## config.mk

```make
export PLATFORM = sky130hd
export DESIGN_NAME = mfu_cache_replacement_top
export DESIGN_NICKNAME = d
export VERILOG_FILES = /design/src/hw/rtl/mfu_pkg.sv /design/src/hw/rtl/mfu_store.sv /design/src/hw/rtl/mfu_unit.sv /design/src/hw/rtl/mfu_seq.sv /design/src/hw/rtl/mfu_cache_replacement_top.sv
export SDC_FILE = /design/constraint.sdc
export NUM_CORES = 2
export LEC_CHECK = 0
export BUFFER_PORTS_ARGS = -buffer_cell sky130_fd_sc_hd__buf_2
export CAP_MARGIN = 25
export CELL_PAD_IN_SITES_DETAIL_PLACEMENT = 0
export CELL_PAD_IN_SITES_GLOBAL_PLACEMENT = 1
export CORE_ASPECT_RATIO = 0.9
export CORE_MARGIN = 3
export CORE_UTILIZATION = 35
export DETAILED_ROUTE_END_ITERATION = 8
export GPL_TIMING_DRIVEN = 0
export PLACE_DENSITY = 0.6
export SLEW_MARGIN = 5
export SYNTH_ARGS = -nofsm -noshare
export SYNTH_HDL_FRONTEND = slang
export SYNTH_HIERARCHICAL = 1
export SYNTH_SLANG_ARGS = --single-unit
export TNS_END_PERCENT = 20
```

## constraint.sdc

```tcl
create_clock -name aclk -period 12.9 [get_ports aclk]
set_input_delay 0 -clock aclk [delete_from_list [all_inputs] [get_ports aclk]]
set_output_delay 0 -clock aclk [all_outputs]
set_load 0.01 [all_outputs]
```

## src/hw/rtl/mfu_pkg.sv

```systemverilog
`timescale 1ns / 1ps

package mfu_pkg;

    localparam int CAP_W = 5;
    localparam logic [CAP_W-1:0] CAP_RESET = 5'd16;

    localparam logic KIND_PUT = 1'b1;

    typedef struct packed {
        logic               kind;
        logic signed [31:0] key;
        logic        [63:0] value;
    } mfu_in_t;

    typedef struct packed {
        logic               hit;
        logic        [63:0] read_value;
        logic               evicted;
        logic signed [31:0] evicted_key;
    } mfu_out_t;

    typedef enum logic [2:0] {
        ST_IDLE,
        ST_SCAN,
        ST_UPDATE,
        ST_POST,
        ST_EMIT
    } mfu_state_t;

    // Strobes from the sequencer to the datapath
    typedef struct packed {
        logic load;
        logic scan;
        logic update;
        logic post;
        logic emit;
    } mfu_ctrl_t;

endpackage

```

## src/hw/rtl/mfu_store.sv

```systemverilog
`timescale 1ns / 1ps

module mfu_store
    import mfu_pkg::*;
#(
    parameter int DEPTH       = 16,
    parameter int COUNT_WIDTH = 32,
    localparam int IDX_W      = (DEPTH > 1) ? $clog2(DEPTH) : 1
) (
    input  logic                   aclk,
    input  logic                   aresetn,
    input  logic [IDX_W-1:0]       rd_addr,
    output logic                   rd_valid,
    output logic [31:0]            rd_key,
    output logic [63:0]            rd_data,
    output logic [COUNT_WIDTH-1:0] rd_count,
    output logic [IDX_W-1:0]       rd_rank,
    input  logic                   rank_we,
    input  logic [IDX_W-1:0]       rank_waddr,
    input  logic [IDX_W-1:0]       rank_wdata,
    input  logic                   ent_we,
    input  logic [IDX_W-1:0]       ent_waddr,
    input  logic [31:0]            ent_wkey,
    input  logic [63:0]            ent_wdata,
    input  logic                   cnt_we,
    input  logic [IDX_W-1:0]       cnt_waddr,
    input  logic [COUNT_WIDTH-1:0] cnt_wdata,
    input  logic                   vclr_en,
    input  logic [IDX_W-1:0]       vclr_idx,
    input  logic                   vset_en,
    input  logic [IDX_W-1:0]       vset_idx
);

    logic [31:0]            key_mem   [DEPTH];
    logic [63:0]            data_mem  [DEPTH];
    logic [COUNT_WIDTH-1:0] count_mem [DEPTH];
    logic [IDX_W-1:0]       rank_mem  [DEPTH];

    logic [DEPTH-1:0]       valid_reg;
    logic [DEPTH-1:0]       valid_next;

    logic                   valid_rd_reg;
    logic [31:0]            key_rd_reg;
    logic [63:0]            data_rd_reg;
    logic [COUNT_WIDTH-1:0] count_rd_reg;
    logic [IDX_W-1:0]       rank_rd_reg;

    // Set wins over clear when the victim slot is refilled
    always_comb begin
        valid_next = valid_reg;
        if (vclr_en) begin
            valid_next[vclr_idx] = 1'b0;
        end
        if (vset_en) begin
            valid_next[vset_idx] = 1'b1;
        end
    end

    always_ff @(posedge aclk) begin
        if (!aresetn) begin
            valid_reg <= '0;
        end else begin
            valid_reg <= valid_next;
        end
    end

    always_ff @(posedge aclk) begin
        if (ent_we) begin
            key_mem[ent_waddr]  <= ent_wkey;
            data_mem[ent_waddr] <= ent_wdata;
        end
        if (cnt_we) begin
            count_mem[cnt_waddr] <= cnt_wdata;
        end
        if (rank_we) begin
            rank_mem[rank_waddr] <= rank_wdata;
        end
    end

    always_ff @(posedge aclk) begin
        valid_rd_reg <= valid_reg[rd_addr];
        key_rd_reg   <= key_mem[rd_addr];
        data_rd_reg  <= data_mem[rd_addr];
        count_rd_reg <= count_mem[rd_addr];
        rank_rd_reg  <= rank_mem[rd_addr];
    end

    assign rd_valid = valid_rd_reg;
    assign rd_key   = key_rd_reg;
    assign rd_data  = data_rd_reg;
    assign rd_count = count_rd_reg;
    assign rd_rank  = rank_rd_reg;

endmodule

```

## src/hw/rtl/mfu_unit.sv

```systemverilog
`timescale 1ns / 1ps

module mfu_unit
    import mfu_pkg::*;
#(
    parameter int DEPTH       = 16,
    parameter int COUNT_WIDTH = 32,
    localparam int IDX_W      = (DEPTH > 1) ? $clog2(DEPTH) : 1,
    localparam int OCC_W      = $clog2(DEPTH + 1)
) (
    input  logic                   aclk,
    input  logic                   aresetn,
    input  mfu_ctrl_t              ctrl,
    input  mfu_in_t                item_in,
    input  logic [CAP_W-1:0]       capacity,
    input  logic [IDX_W-1:0]       rd_idx,
    input  logic                   rd_valid,
    input  logic [31:0]            rd_key,
    input  logic [63:0]            rd_data,
    input  logic [COUNT_WIDTH-1:0] rd_count,
    input  logic [IDX_W-1:0]       rd_rank,
    output logic                   rank_we,
    output logic [IDX_W-1:0]       rank_waddr,
    output logic [IDX_W-1:0]       rank_wdata,
    output logic                   ent_we,
    output logic [IDX_W-1:0]       ent_waddr,
    output logic [31:0]            ent_wkey,
    output logic [63:0]            ent_wdata,
    output logic                   cnt_we,
    output logic [IDX_W-1:0]       cnt_waddr,
    output logic [COUNT_WIDTH-1:0] cnt_wdata,
    output logic                   vclr_en,
    output logic [IDX_W-1:0]       vclr_idx,
    output logic                   vset_en,
    output logic [IDX_W-1:0]       vset_idx,
    output logic                   need_update,
    output mfu_out_t               result,
    output logic [OCC_W-1:0]       occupancy
);

    localparam int CMP_W = (OCC_W > CAP_W) ? OCC_W : CAP_W;
    localparam logic [CMP_W-1:0] DEPTH_C = CMP_W'(DEPTH);

    mfu_in_t                item_reg;

    logic                   found_reg;
    logic [IDX_W-1:0]       found_idx_reg;
    logic [IDX_W-1:0]       found_rank_reg;
    logic [COUNT_WIDTH-1:0] found_count_reg;
    logic [63:0]            found_data_reg;

    logic                   vic_reg;
    logic [IDX_W-1:0]       vic_idx_reg;
    logic [31:0]            vic_key_reg;
    logic [COUNT_WIDTH-1:0] vic_count_reg;
    logic [IDX_W-1:0]       vic_rank_reg;

    logic                   free_reg;
    logic [IDX_W-1:0]       free_idx_reg;

    logic [OCC_W-1:0]       occ_reg;
    logic [OCC_W-1:0]       occ_next;

    logic                   hit_now;
    logic                   vic_now;
    logic                   free_now;
    logic [CMP_W-1:0]       cap_ext;
    logic [CMP_W-1:0]       eff_cap;
    logic                   is_put;
    logic                   do_evict;
    logic                   do_ins;
    logic [IDX_W-1:0]       slot;

    // Per-entry compare during the scan sweep
    assign hit_now  = ctrl.scan && rd_valid && (rd_key == item_reg.key) && !found_reg;
    assign vic_now  = ctrl.scan && rd_valid &&
                      (!vic_reg || (rd_count > vic_count_reg) ||
                       ((rd_count == vic_count_reg) && (rd_rank > vic_rank_reg)));
    assign free_now = ctrl.scan && !rd_valid && !free_reg;

    // Occupancy advances only as the result leaves, so the eviction decision
    // holds from commit through emit
    always_ff @(posedge aclk) begin
        if (!aresetn) begin
            found_reg <= 1'b0;
            vic_reg   <= 1'b0;
            free_reg  <= 1'b0;
            occ_reg   <= '0;
        end else begin
            if (ctrl.load) begin
                found_reg <= 1'b0;
                vic_reg   <= 1'b0;
                free_reg  <= 1'b0;
            end else begin
                if (hit_now) begin
                    found_reg <= 1'b1;
                end
                if (vic_now) begin
                    vic_reg <= 1'b1;
                end
                if (free_now) begin
                    free_reg <= 1'b1;
                end
            end
            if (ctrl.emit) begin
                occ_reg <= occ_next;
            end
        end
    end

    always_ff @(posedge aclk) begin
        if (ctrl.load) begin
            item_reg <= item_in;
        end
        if (hit_now) begin
            found_idx_reg   <= rd_idx;
            found_rank_reg  <= rd_rank;
            found_count_reg <= rd_count;
            found_data_reg  <= rd_data;
        end
        if (vic_now) begin
            vic_idx_reg   <= rd_idx;
            vic_key_reg   <= rd_key;
            vic_count_reg <= rd_count;
            vic_rank_reg  <= rd_rank;
        end
        if (free_now) begin
            free_idx_reg <= rd_idx;
        end
    end

    // Clamp capacity into 1..DEPTH
    assign cap_ext = CMP_W'(capacity);

    always_comb begin
        if (cap_ext == '0) begin
            eff_cap = CMP_W'(1);
        end else if (cap_ext > DEPTH_C) begin
            eff_cap = DEPTH_C;
        end else begin
            eff_cap = cap_ext;
        end
    end

    assign is_put   = (item_reg.kind == KIND_PUT);
    assign do_evict = is_put && !found_reg && vic_reg && (CMP_W'(occ_reg) >= eff_cap);
    assign do_ins   = is_put && !found_reg && (free_reg || do_evict);
    // First empty slot once the victim is gone
    assign slot     = (free_reg && (!do_evict || (free_idx_reg < vic_idx_reg))) ?
                      free_idx_reg : vic_idx_reg;

    assign need_update = found_reg || do_ins;
    assign occ_next    = occ_reg + OCC_W'(do_ins) - OCC_W'(do_evict);
    assign occupancy   = occ_reg;

    // Rank rewrite: aging sweep (a hit entry becomes most recent in it), then an inserted entry becomes most recent
    always_comb begin
        rank_we    = 1'b0;
        rank_waddr = rd_idx;
        rank_wdata = rd_rank;
        if (ctrl.update && rd_valid) begin
            if (found_reg) begin
                rank_we = 1'b1;
                if (rd_idx == found_idx_reg) begin
                    rank_wdata = '0;
                end else if (rd_rank < found_rank_reg) begin
                    rank_wdata = rd_rank + IDX_W'(1);
                end
            end else if (!(do_evict && (rd_idx == vic_idx_reg))) begin
                rank_we = 1'b1;
                // Older than the victim: close the gap and age by one, net zero
                if (!(do_evict && (rd_rank > vic_rank_reg))) begin
                    rank_wdata = rd_rank + IDX_W'(1);
                end
            end
        end else if (ctrl.post && do_ins) begin
            rank_we    = 1'b1;
            rank_waddr = slot;
            rank_wdata = '0;
        end
    end

    always_comb begin
        cnt_we    = ctrl.post && (found_reg || do_ins);
        cnt_waddr = found_reg ? found_idx_reg : slot;
        if (!found_reg) begin
            cnt_wdata = COUNT_WIDTH'(1);
        end else if (found_count_reg == '1) begin
            cnt_wdata = found_count_reg;
        end else begin
            cnt_wdata = found_count_reg + COUNT_WIDTH'(1);
        end
    end

    assign ent_we    = ctrl.post && do_ins;
    assign ent_waddr = slot;
    assign ent_wkey  = item_reg.key;
    assign ent_wdata = item_reg.value;
    assign vclr_en   = ctrl.post && do_evict;
    assign vclr_idx  = vic_idx_reg;
    assign vset_en   = ctrl.post && do_ins;
    assign vset_idx  = slot;

    assign result.hit         = found_reg;
    assign result.read_value  = found_reg ? found_data_reg : 64'd0;
    assign result.evicted     = do_evict;
    assign result.evicted_key = do_evict ? vic_key_reg : 32'd0;

endmodule

```

## src/hw/rtl/mfu_seq.sv

```systemverilog
`timescale 1ns / 1ps

module mfu_seq
    import mfu_pkg::*;
#(
    parameter int DEPTH  = 16,
    localparam int IDX_W = (DEPTH > 1) ? $clog2(DEPTH) : 1,
    localparam int CNT_W = $clog2(DEPTH + 1)
) (
    input  logic             aclk,
    input  logic             aresetn,
    input  logic             s_valid,
    input  logic             need_update,
    input  logic             out_free,
    output logic             s_ready,
    output mfu_ctrl_t        ctrl,
    output logic [IDX_W-1:0] rd_addr,
    output logic [IDX_W-1:0] rd_idx
);

    mfu_state_t       state_reg;
    mfu_state_t       state_next;
    logic [CNT_W-1:0] cnt_reg;
    logic [CNT_W-1:0] cnt_next;
    logic             rd_vld_reg;
    logic             rd_vld_next;
    logic [IDX_W-1:0] rd_idx_reg;
    logic [IDX_W-1:0] rd_idx_next;

    logic             issue;
    logic             done;

    assign issue = ((state_reg == ST_SCAN) || (state_reg == ST_UPDATE)) &&
                   (cnt_reg < CNT_W'(DEPTH));
    assign done  = (cnt_reg == CNT_W'(DEPTH)) && !rd_vld_reg;

    always_comb begin
        state_next = state_reg;
        unique case (state_reg)
            ST_IDLE: begin
                if (s_valid) begin
                    state_next = ST_SCAN;
                end
            end
            ST_SCAN: begin
                if (done) begin
                    state_next = need_update ? ST_UPDATE : ST_EMIT;
                end
            end
            ST_UPDATE: begin
                if (done) begin
                    state_next = ST_POST;
                end
            end
            ST_POST: begin
                state_next = ST_EMIT;
            end
            ST_EMIT: begin
                if (out_free) begin
                    state_next = ST_IDLE;
                end
            end
            default: begin
                state_next = ST_IDLE;
            end
        endcase
    end

    always_comb begin
        s_ready     = (state_reg == ST_IDLE);
        ctrl.load   = (state_reg == ST_IDLE) && s_valid;
        ctrl.scan   = (state_reg == ST_SCAN) && rd_vld_reg;
        ctrl.update = (state_reg == ST_UPDATE) && rd_vld_reg;
        ctrl.post   = (state_reg == ST_POST);
        ctrl.emit   = (state_reg == ST_EMIT) && out_free;
        rd_addr     = issue ? cnt_reg[IDX_W-1:0] : '0;
        rd_idx      = rd_idx_reg;
    end

    // Restart the sweep counter on every state change
    always_comb begin
        if (state_next != state_reg) begin
            cnt_next = '0;
        end else if (issue) begin
            cnt_next = cnt_reg + CNT_W'(1);
        end else begin
            cnt_next = cnt_reg;
        end
        rd_vld_next = issue;
        rd_idx_next = rd_addr;
    end

    always_ff @(posedge aclk) begin
        if (!aresetn) begin
            state_reg  <= ST_IDLE;
            cnt_reg    <= '0;
            rd_vld_reg <= 1'b0;
        end else begin
            state_reg  <= state_next;
            cnt_reg    <= cnt_next;
            rd_vld_reg <= rd_vld_next;
        end
    end

    always_ff @(posedge aclk) begin
        rd_idx_reg <= rd_idx_next;
    end

endmodule

```

## src/hw/rtl/mfu_cache_replacement_top.sv

```systemverilog
`timescale 1ns / 1ps
// Most-frequently-used replacement cache, fully associative, DEPTH entries.
// Input channel (s_valid/s_ready/s_data): one get or put item per handshake.
// Result channel (m_valid/m_ready/m_data): exactly one result item per input item,
// in order: hit, the value read on a hit, and the evicted key when a put made room.
// Config channel (cfg_valid/cfg_ready/cfg_data): writes the capacity register;
// always ready, write only while no item is in flight.
// Path: a get that misses runs the scan sweep and then emits; a hit or a put runs the
// scan sweep, rank sweep, commit and emit. The sweeps are paced by the shared compare
// unit, which sees one entry per cycle through the single read port of the entry
// memories. One item is in work at a time; s_ready is high only while the sequencer
// idles, so a new item is taken only after the previous result has entered the
// output register.
// The output register holds a finished result, so the next item is accepted while
// the previous result still waits; a stalled receiver holds m_data steady and the
// sequencer waits to emit until the output register frees.
// Reset (aresetn low, synchronous) clears all valid bits, occupancy and the output
// valid flag, and sets capacity to 16. No clearing pass is needed.
module mfu_cache_replacement_top
    import mfu_pkg::*;
#(
    parameter int DEPTH       = 16,
    parameter int COUNT_WIDTH = 32
) (
    input  logic             aclk,
    input  logic             aresetn,
    input  logic             s_valid,
    output logic             s_ready,
    input  mfu_in_t          s_data,
    output logic             m_valid,
    input  logic             m_ready,
    output mfu_out_t         m_data,
    input  logic             cfg_valid,
    output logic             cfg_ready,
    input  logic [CAP_W-1:0] cfg_data
);

    localparam int IDX_W = (DEPTH > 1) ? $clog2(DEPTH) : 1;
    localparam int OCC_W = $clog2(DEPTH + 1);

    logic [CAP_W-1:0]       capacity_reg;
    logic                   m_valid_reg;
    mfu_out_t               m_data_reg;

    mfu_ctrl_t              ctrl;
    logic                   need_update;
    logic                   out_free;
    mfu_out_t               result;
    logic [OCC_W-1:0]       occupancy;

    logic [IDX_W-1:0]       rd_addr;
    logic [IDX_W-1:0]       rd_idx;
    logic                   rd_valid;
    logic [31:0]            rd_key;
    logic [63:0]            rd_data;
    logic [COUNT_WIDTH-1:0] rd_count;
    logic [IDX_W-1:0]       rd_rank;

    logic                   rank_we;
    logic [IDX_W-1:0]       rank_waddr;
    logic [IDX_W-1:0]       rank_wdata;
    logic                   ent_we;
    logic [IDX_W-1:0]       ent_waddr;
    logic [31:0]            ent_wkey;
    logic [63:0]            ent_wdata;
    logic                   cnt_we;
    logic [IDX_W-1:0]       cnt_waddr;
    logic [COUNT_WIDTH-1:0] cnt_wdata;
    logic                   vclr_en;
    logic [IDX_W-1:0]       vclr_idx;
    logic                   vset_en;
    logic [IDX_W-1:0]       vset_idx;

    // Config: capacity is taken on every write handshake
    assign cfg_ready = 1'b1;

    always_ff @(posedge aclk) begin
        if (!aresetn) begin
            capacity_reg <= CAP_RESET;
        end else if (cfg_valid && cfg_ready) begin
            capacity_reg <= cfg_data;
        end
    end

    // Output register: free when empty or being drained this cycle
    assign out_free = !m_valid_reg || m_ready;

    always_ff @(posedge aclk) begin
        if (!aresetn) begin
            m_valid_reg <= 1'b0;
        end else if (ctrl.emit) begin
            m_valid_reg <= 1'b1;
        end else if (m_ready) begin
            m_valid_reg <= 1'b0;
        end
    end

    always_ff @(posedge aclk) begin
        if (ctrl.emit) begin
            m_data_reg <= result;
        end
    end

    assign m_valid = m_valid_reg;
    assign m_data  = m_data_reg;

    // Sequencer: scan sweep, rank sweep, commit, emit
    mfu_seq #(
        .DEPTH (DEPTH)
    ) u_seq (
        .aclk        (aclk),
        .aresetn     (aresetn),
        .s_valid     (s_valid),
        .need_update (need_update),
        .out_free    (out_free),
        .s_ready     (s_ready),
        .ctrl        (ctrl),
        .rd_addr     (rd_addr),
        .rd_idx      (rd_idx)
    );

    // Shared compare and update unit, one entry per cycle
    mfu_unit #(
        .DEPTH       (DEPTH),
        .COUNT_WIDTH (COUNT_WIDTH)
    ) u_unit (
        .aclk        (aclk),
        .aresetn     (aresetn),
        .ctrl        (ctrl),
        .item_in     (s_data),
        .capacity    (capacity_reg),
        .rd_idx      (rd_idx),
        .rd_valid    (rd_valid),
        .rd_key      (rd_key),
        .rd_data     (rd_data),
        .rd_count    (rd_count),
        .rd_rank     (rd_rank),
        .rank_we     (rank_we),
        .rank_waddr  (rank_waddr),
        .rank_wdata  (rank_wdata),
        .ent_we      (ent_we),
        .ent_waddr   (ent_waddr),
        .ent_wkey    (ent_wkey),
        .ent_wdata   (ent_wdata),
        .cnt_we      (cnt_we),
        .cnt_waddr   (cnt_waddr),
        .cnt_wdata   (cnt_wdata),
        .vclr_en     (vclr_en),
        .vclr_idx    (vclr_idx),
        .vset_en     (vset_en),
        .vset_idx    (vset_idx),
        .need_update (need_update),
        .result      (result),
        .occupancy   (occupancy)
    );

    // Entry memories and valid bits
    mfu_store #(
        .DEPTH       (DEPTH),
        .COUNT_WIDTH (COUNT_WIDTH)
    ) u_store (
        .aclk       (aclk),
        .aresetn    (aresetn),
        .rd_addr    (rd_addr),
        .rd_valid   (rd_valid),
        .rd_key     (rd_key),
        .rd_data    (rd_data),
        .rd_count   (rd_count),
        .rd_rank    (rd_rank),
        .rank_we    (rank_we),
        .rank_waddr (rank_waddr),
        .rank_wdata (rank_wdata),
        .ent_we     (ent_we),
        .ent_waddr  (ent_waddr),
        .ent_wkey   (ent_wkey),
        .ent_wdata  (ent_wdata),
        .cnt_we     (cnt_we),
        .cnt_waddr  (cnt_waddr),
        .cnt_wdata  (cnt_wdata),
        .vclr_en    (vclr_en),
        .vclr_idx   (vclr_idx),
        .vset_en    (vset_en),
        .vset_idx   (vset_idx)
    );

    // Occupancy never passes the number of entries
    a_occ_bound: assert property (@(posedge aclk) disable iff (!aresetn)
        occupancy <= OCC_W'(DEPTH))
        else $error("occupancy above DEPTH");

    // An emitted result lands in the output register
    a_emit_loads: assert property (@(posedge aclk) disable iff (!aresetn)
        ctrl.emit |=> m_valid)
        else $error("emitted result not presented");

    // An accepted item keeps the block busy
    a_busy_after_accept: assert property (@(posedge aclk) disable iff (!aresetn)
        (s_valid && s_ready) |=> !s_ready)
        else $error("ready while an item is in work");

endmodule
```

======== Yosys cells after proc, flatten, opt, wreduce, memory -nomap -nowiden ========
Memories as Yosys holds them, arrays and structs flattened. A register that Yosys moved wholly into a read port is not among the register bits.
Index checks and enable logic that the tools add are counted.
storage, ports and cells
  bits in registers ....................... 419
  bits in writable memories ............... 2,112
  bits of input ports ..................... 107
  output and inout port bits .............. 101
  word-level logic and storage cells ...... 150
  memories kept ........................... 4
memories
  name               words  width  read ports  clocked after Yosys merged registers in  write ports  line             text
  u_store.data_mem   16     64     1           1                                        1            mfu_store.sv:35  logic [63:0] data_mem [DEPTH];
  u_store.count_mem  16     32     1           1                                        1            mfu_store.sv:36  logic [COUNT_WIDTH-1:0] count_mem [DEPTH];
  u_store.key_mem    16     32     1           1                                        1            mfu_store.sv:34  logic [31:0] key_mem [DEPTH];
  u_store.rank_mem   16     4      1           1                                        1            mfu_store.sv:37  logic [IDX_W-1:0] rank_mem [DEPTH];
operators by class
  add/sub/neg operators ................... 5
  $lt $le $gt $ge ......................... 12
  equality and inequality tests ........... 11
  muxes and demuxes ....................... 41
  bitwise gates (word level) .............. 4
  reductions and logical operators ........ 45
operators with widths
  cell                     count
  $eq A32 B32 Y1           2
  $mux W32                 2
  $mux W4                  12
  $add A32 B1 Y32 const B  1
  $eq A32 B32 Y1 const B   1
  $gt A32 B32 Y1           1
  $mux W16                 2
  $logic_and A1 B1 Y1      26
  $and A16 B16 Y16         1
  $not A16 Y16             1
  $or A16 B16 Y16          1
  $lt A4 B5 Y1 const B     3
  $mux W3                  5
  $pmux W3 S5              1
  $mux W1                  14
  $mux W5                  2
  $demux W1 S4             2
  $eq A4 B4 Y1             2
  $ge A4 B1 Y1 const B     2
  $lt A4 B4 Y1             2
  $logic_not A1 Y1         7
  $logic_or A1 B1 Y1       7
  $eq A3 B2 Y1 const B     2
  $add A5 B1 Y5            1
  other kinds (17)         18

======== Depth between registers and ports, before layout ========
  depth in word-level cells ............... 15
  depth in mapped cells ................... 20
  gate-level depth less buffers ........... 19

======== Modules after synthesis ========
Netlist, hierarchy kept.
by module, submodules not included
  module                     times used  cells each  area an instance (um^2)
  mfu_store                  1           3,607       82,681.8
  mfu_unit                   1           867         12,523.3
  mfu_cache_replacement_top  1           120         3,181.8
  mfu_seq                    1           72          720.7

======== Worst setup path before layout ========
Ideal clock, no wire load.
  kind .................................... reg2reg
  from .................................... register u_seq.state_reg[2]
  to ...................................... register u_unit.found_count_reg[0], enable pin
  setup time .............................. 0.826 ns
  data arrival time ....................... 11.342 ns
  data required time ...................... 12.074 ns
  path slack .............................. 0.733 ns
  stages on the path, launching flop included .. 8
  path buffers ............................ 2
  clock period less this slack ............ 12.167 ns
  cell sequence ........................... dfxtp_1 -> buf_2 -> clkbuf_1 -> nor4bb_1 -> nand2_1 -> nor4_1 -> nand4_1 -> nor4_1
RTL lines
  what                      line             text
  start: declaration        mfu_seq.sv:21    mfu_state_t state_reg;
  start signal: assignment  mfu_seq.sv:99    state_reg <= state_next;
  end signal: assignment    mfu_unit.sv:118  found_count_reg <= rd_count;
  end: declaration          mfu_unit.sv:49   logic [COUNT_WIDTH-1:0] found_count_reg;

======== Worst setup path after layout ========
  from .................................... register u_unit.found_reg
  to ...................................... memory u_store.data_mem[2][56], enable pin
on the way
  word-level cells in the longest chain between the ends .. 9
RTL lines
  what                               line                             text
  start: declaration                 mfu_unit.sv:46                   logic found_reg;
  start signal: assignment           mfu_unit.sv:85                   found_reg <= 1'b0;
  start signal: assignment           mfu_unit.sv:91                   found_reg <= 1'b0;
  start signal: assignment           mfu_unit.sv:96                   found_reg <= 1'b1;
  $logic_not A1 Y1                   mfu_unit.sv:146                  assign do_evict = is_put && !found_reg && vic_reg && (CMP_W'(occ_reg) >= eff_cap);
  $logic_and A1 B1 Y1 (3 in series)  mfu_unit.sv:146
  net u_unit.do_evict                mfu_unit.sv:70                   logic do_evict;
  $logic_or A1 B1 Y1                 mfu_unit.sv:147                  assign do_ins = is_put && !found_reg && (free_reg || do_evict);
  $logic_and A1 B1 Y1                mfu_unit.sv:147
  $logic_and A1 B1 Y1                mfu_unit.sv:195                  assign ent_we = ctrl.post && do_ins;
  net ent_we                         mfu_cache_replacement_top.sv:62  logic ent_we;
  $mux W1                            mfu_store.sv:68                  if (ent_we) begin
  $mux W1 (implied by the code)      mfu_store.sv:70                  data_mem[ent_waddr] <= ent_wdata;
  end: declaration                   mfu_store.sv:35
The timed path passes the listed nets, and every way through them passes these cells.

==> out/qor.yml <==
status: "completed"
cp_data_arrival_time_ns: 6.30
fp.dieW_um: 567
cap_violations: 0
crit_family: "simple AND/OR/NAND/NOR gates"
top_regs: "u_store/data_mem x1024, u_store/count_mem x512, u_store/key_mem x512"
endpoint_kind: "flop"
whs_ns: 0.0196
largest-register: "u_store/data_mem"
setup_viol: 0
grt_antenna_before_repair: 14
syn_avg_cell_area_um2: 21.2
period_needed_ns: 5.79
r2r-start: "u_unit/found_reg$_SDFFE_PP0P_"
power.leakage_nw: 38.7
wl_mm: 279
synth_edf_count: 2487
drcViolationCount: 0
cts_inserted_buffers: 288
grt_pass1_vias: 50900
cts_tree: "built"
grt_usage_pct: 18.9
design_area_um2: 120000
fin_tns_setup_ns: 0
cp.depth: 14
dieHeight_um: 511
rsz0062_at_grt: "false"
seq_area_frac_synth_pct: 78.9
hp-class: "input port to flop"
viasPerCell: 5.32
clk_pin_slew_ns: 0.06
syn-instance-count: 4666
via_count: 50900
synthTopCellsByArea: "edfxtp_1 75%, mux4_2 11%, dfxtp_1 3.6%, a22oi_1 1.2%, ha_1 0.71%"
postRouteAntennaNets: 0
dpl-instance-area_um2: 108000
globalplace.congestion: 0.794
nNetsFinal: 5774
postCtsHoldBufs: 217
synth.most_common_cell: "edfxtp_1"
r2r_slack_ns: 7.11
min_path_cells: 2
timing.fmax_ghz: 0.173
cts-root-buf: "clkbuf_16"
crit_buf_inv: 7
fin_crit_sh_pct: 44.9
synth_warnings: 6
cts_resized: 0
synth_seq_cells: 2663
dieArea_um2: 290000
place_hpwl_mm: 187
grt_start_max_net_pins: 40
grt_pass1_wl_mm: 391
wl_per_cell_um: 29.1
yosysUniqueCellTypes: 78
crit_type: "flop to flop"
coreArea_um2: 280000
hold_start: "s_data[58]"
vdd_ir_drop_max_v: 0.000103
largest_reg_flops: 1024
synth-async-reset-ratio_pct: 0
port_buffers: 205
insertion_delay_ns: 0.88
cp-start-kind: "flop"
drt_first_pass_iters: 7
crit_required_ns: 13.40
fp-row-count: 184
cp_common_cell: "buf_12"
cp_max_fo: 19
synth.top_cell.area_share_pct: 75.4
reg2reg_to: "u_store/data_mem[2][56]$_DFFE_PP_"
holdPathEnd: "u_unit/ent_wdata[58]$_DFFE_PP_"
cp_cell_sequence: "buf_6 -> nor2b_1 -> o211a_1 -> and2_1 -> clkbuf_2 -> a21oi_1 -> nor2b_1 -> or3b_2 -> nor2_4 -> buf_12 -> buf_12 -> buf_12 -> buf_12 -> buf_16"
dp.cells: 8820
fillerInstances: 24400
hold_viol: 0
clock_path_buffers: 4
synth_fp_nets: 4830
yosysTopAreaCell: "edfxtp_1"
ys.flop_type: "edfxtp_1"
pin_count: 208
utilization_pct: 42.8
stdcell_count: 9575
syn-cell-area_um2: 99100
cpPeakStageDelay_ns: 0.81
syn2layout_area_growth_pct: 21.0
rr_worst_depth: 14
post_cts_buffers: 0
powerDensity_nw_per_um2: 149
start_util_pct: 35.3
cts_sinks: 2663
skew_ns: 0.109
grt.overflow.total: 0
max_slew.worst_pin.slew_ns: 1.14
slew_headroom_pct: 24.2
htreeDepth: 5
drv_slew: 0
first_iter_violations: 5881
synth_common_cells: "2487 x edfxtp_1, 505 x mux4_2, 176 x dfxtp_1"
drive_gt1_share_pct: 27.0
critical_path.slowest_cell: "o211a_1"
[cells by family after synthesis]
kind of cell | synth area share, %
flip-flops | 78.9
XOR/XNOR | 0.610
other | 0.00378
adder cells (fa/ha/maj) | 0.727
AND/OR/NAND/NOR | 3.43
buffers and inverters | 1.39
AO/OA/AOI/OAI | 2.65
multiplexers | 12.3
[per-layer routing]
layer,part of all wire [%],wire [µm],vias up,global-route usage [%]
met1,44,122000,27300,27.7
met3,7.6,21200,341,3.26
li1,-,-,21100,-
met2,47,130000,2108,29.6
met4,2.3,6310,0,4.39
met5,0,0,-,0
[cell type report]
class	instances	area, µm²	area share [%]
Inverter	62	233	0.194
Timing Repair Buffer	654	6550	5.46
Sequential cell	2663	78200	65.2
Antenna cell	14	35.0	0.0292
Tap cell	3720	4650	3.88
Multi-Input combinational cell	1722	19800	16.5
Buffer	219	1150	0.961
Clock inverter	142	1410	1.17
Clock buffer	379	7890	6.58
[worst max-delay path by stage]
stage                                        from                                  end
floorplan           u_seq/state_reg[2]$_SDFF_PN0_  u_unit/found_count_reg[0]$_DFFE_PP_
global placement    u_seq/state_reg[2]$_SDFF_PN0_  u_unit/found_data_reg[40]$_DFFE_PP_
detailed placement  u_unit/found_reg$_SDFFE_PP0P_    u_store/data_mem[2][56]$_DFFE_PP_
CTS                 u_unit/found_reg$_SDFFE_PP0P_    u_store/data_mem[2][56]$_DFFE_PP_
global route        u_unit/found_reg$_SDFFE_PP0P_    u_store/data_mem[2][56]$_DFFE_PP_
finish              u_unit/found_reg$_SDFFE_PP0P_    u_store/data_mem[2][56]$_DFFE_PP_
[power by group]
group / leakage (nW) / switching (W) / total, W / internal, W
logic: 10.2 / 0.000134 / 0.000271 / 0.000138
clock network: 4.53 / 0.00336 / 0.00811 / 0.00475
registers: 24.0 / 0.0000815 / 0.00951 / 0.00943
total: 38.7 / 0.00357 / 0.0179 / 0.0143
[worst register-to-register path, cell delays in order (launching register included)]
cell and delay (ns):
dfxtp_1 0.32, buf_6 0.18, nor2b_1 0.44, o211a_1 0.81
and2_1 0.22, clkbuf_2 0.33, a21oi_1 0.25, nor2b_1 0.40
or3b_2 0.61, nor2_4 0.64, buf_12 0.31, buf_12 0.26
buf_12 0.26, buf_12 0.26, buf_16 0.22
[through the flow]
stage / worst slack, ns / power, W
3_5_place_dp: 7.16 / 0.00992
4_1_cts: 7.16 / 0.0181
2_1_floorplan: 0.733 / 0.00978
6_report: 7.11 / 0.0179
5_1_grt: 7.04 / 0.0185
3_3_place_gp: -13.36 / 0.00991
[placed cells by master, fill, tap and decap left out, types with 97 or more instances in the layout]
master and instances:
edfxtp_1 2487, mux4_2 505, buf_2 299, clkbuf_16 295
dlygate4sd3_1 217, dfxtp_1 176, a22oi_1 164, nand2_1 163
clkbuf_1 135, o22ai_1 99, and2_1 97
Note: power is estimated with default switching activity, not from simulation.
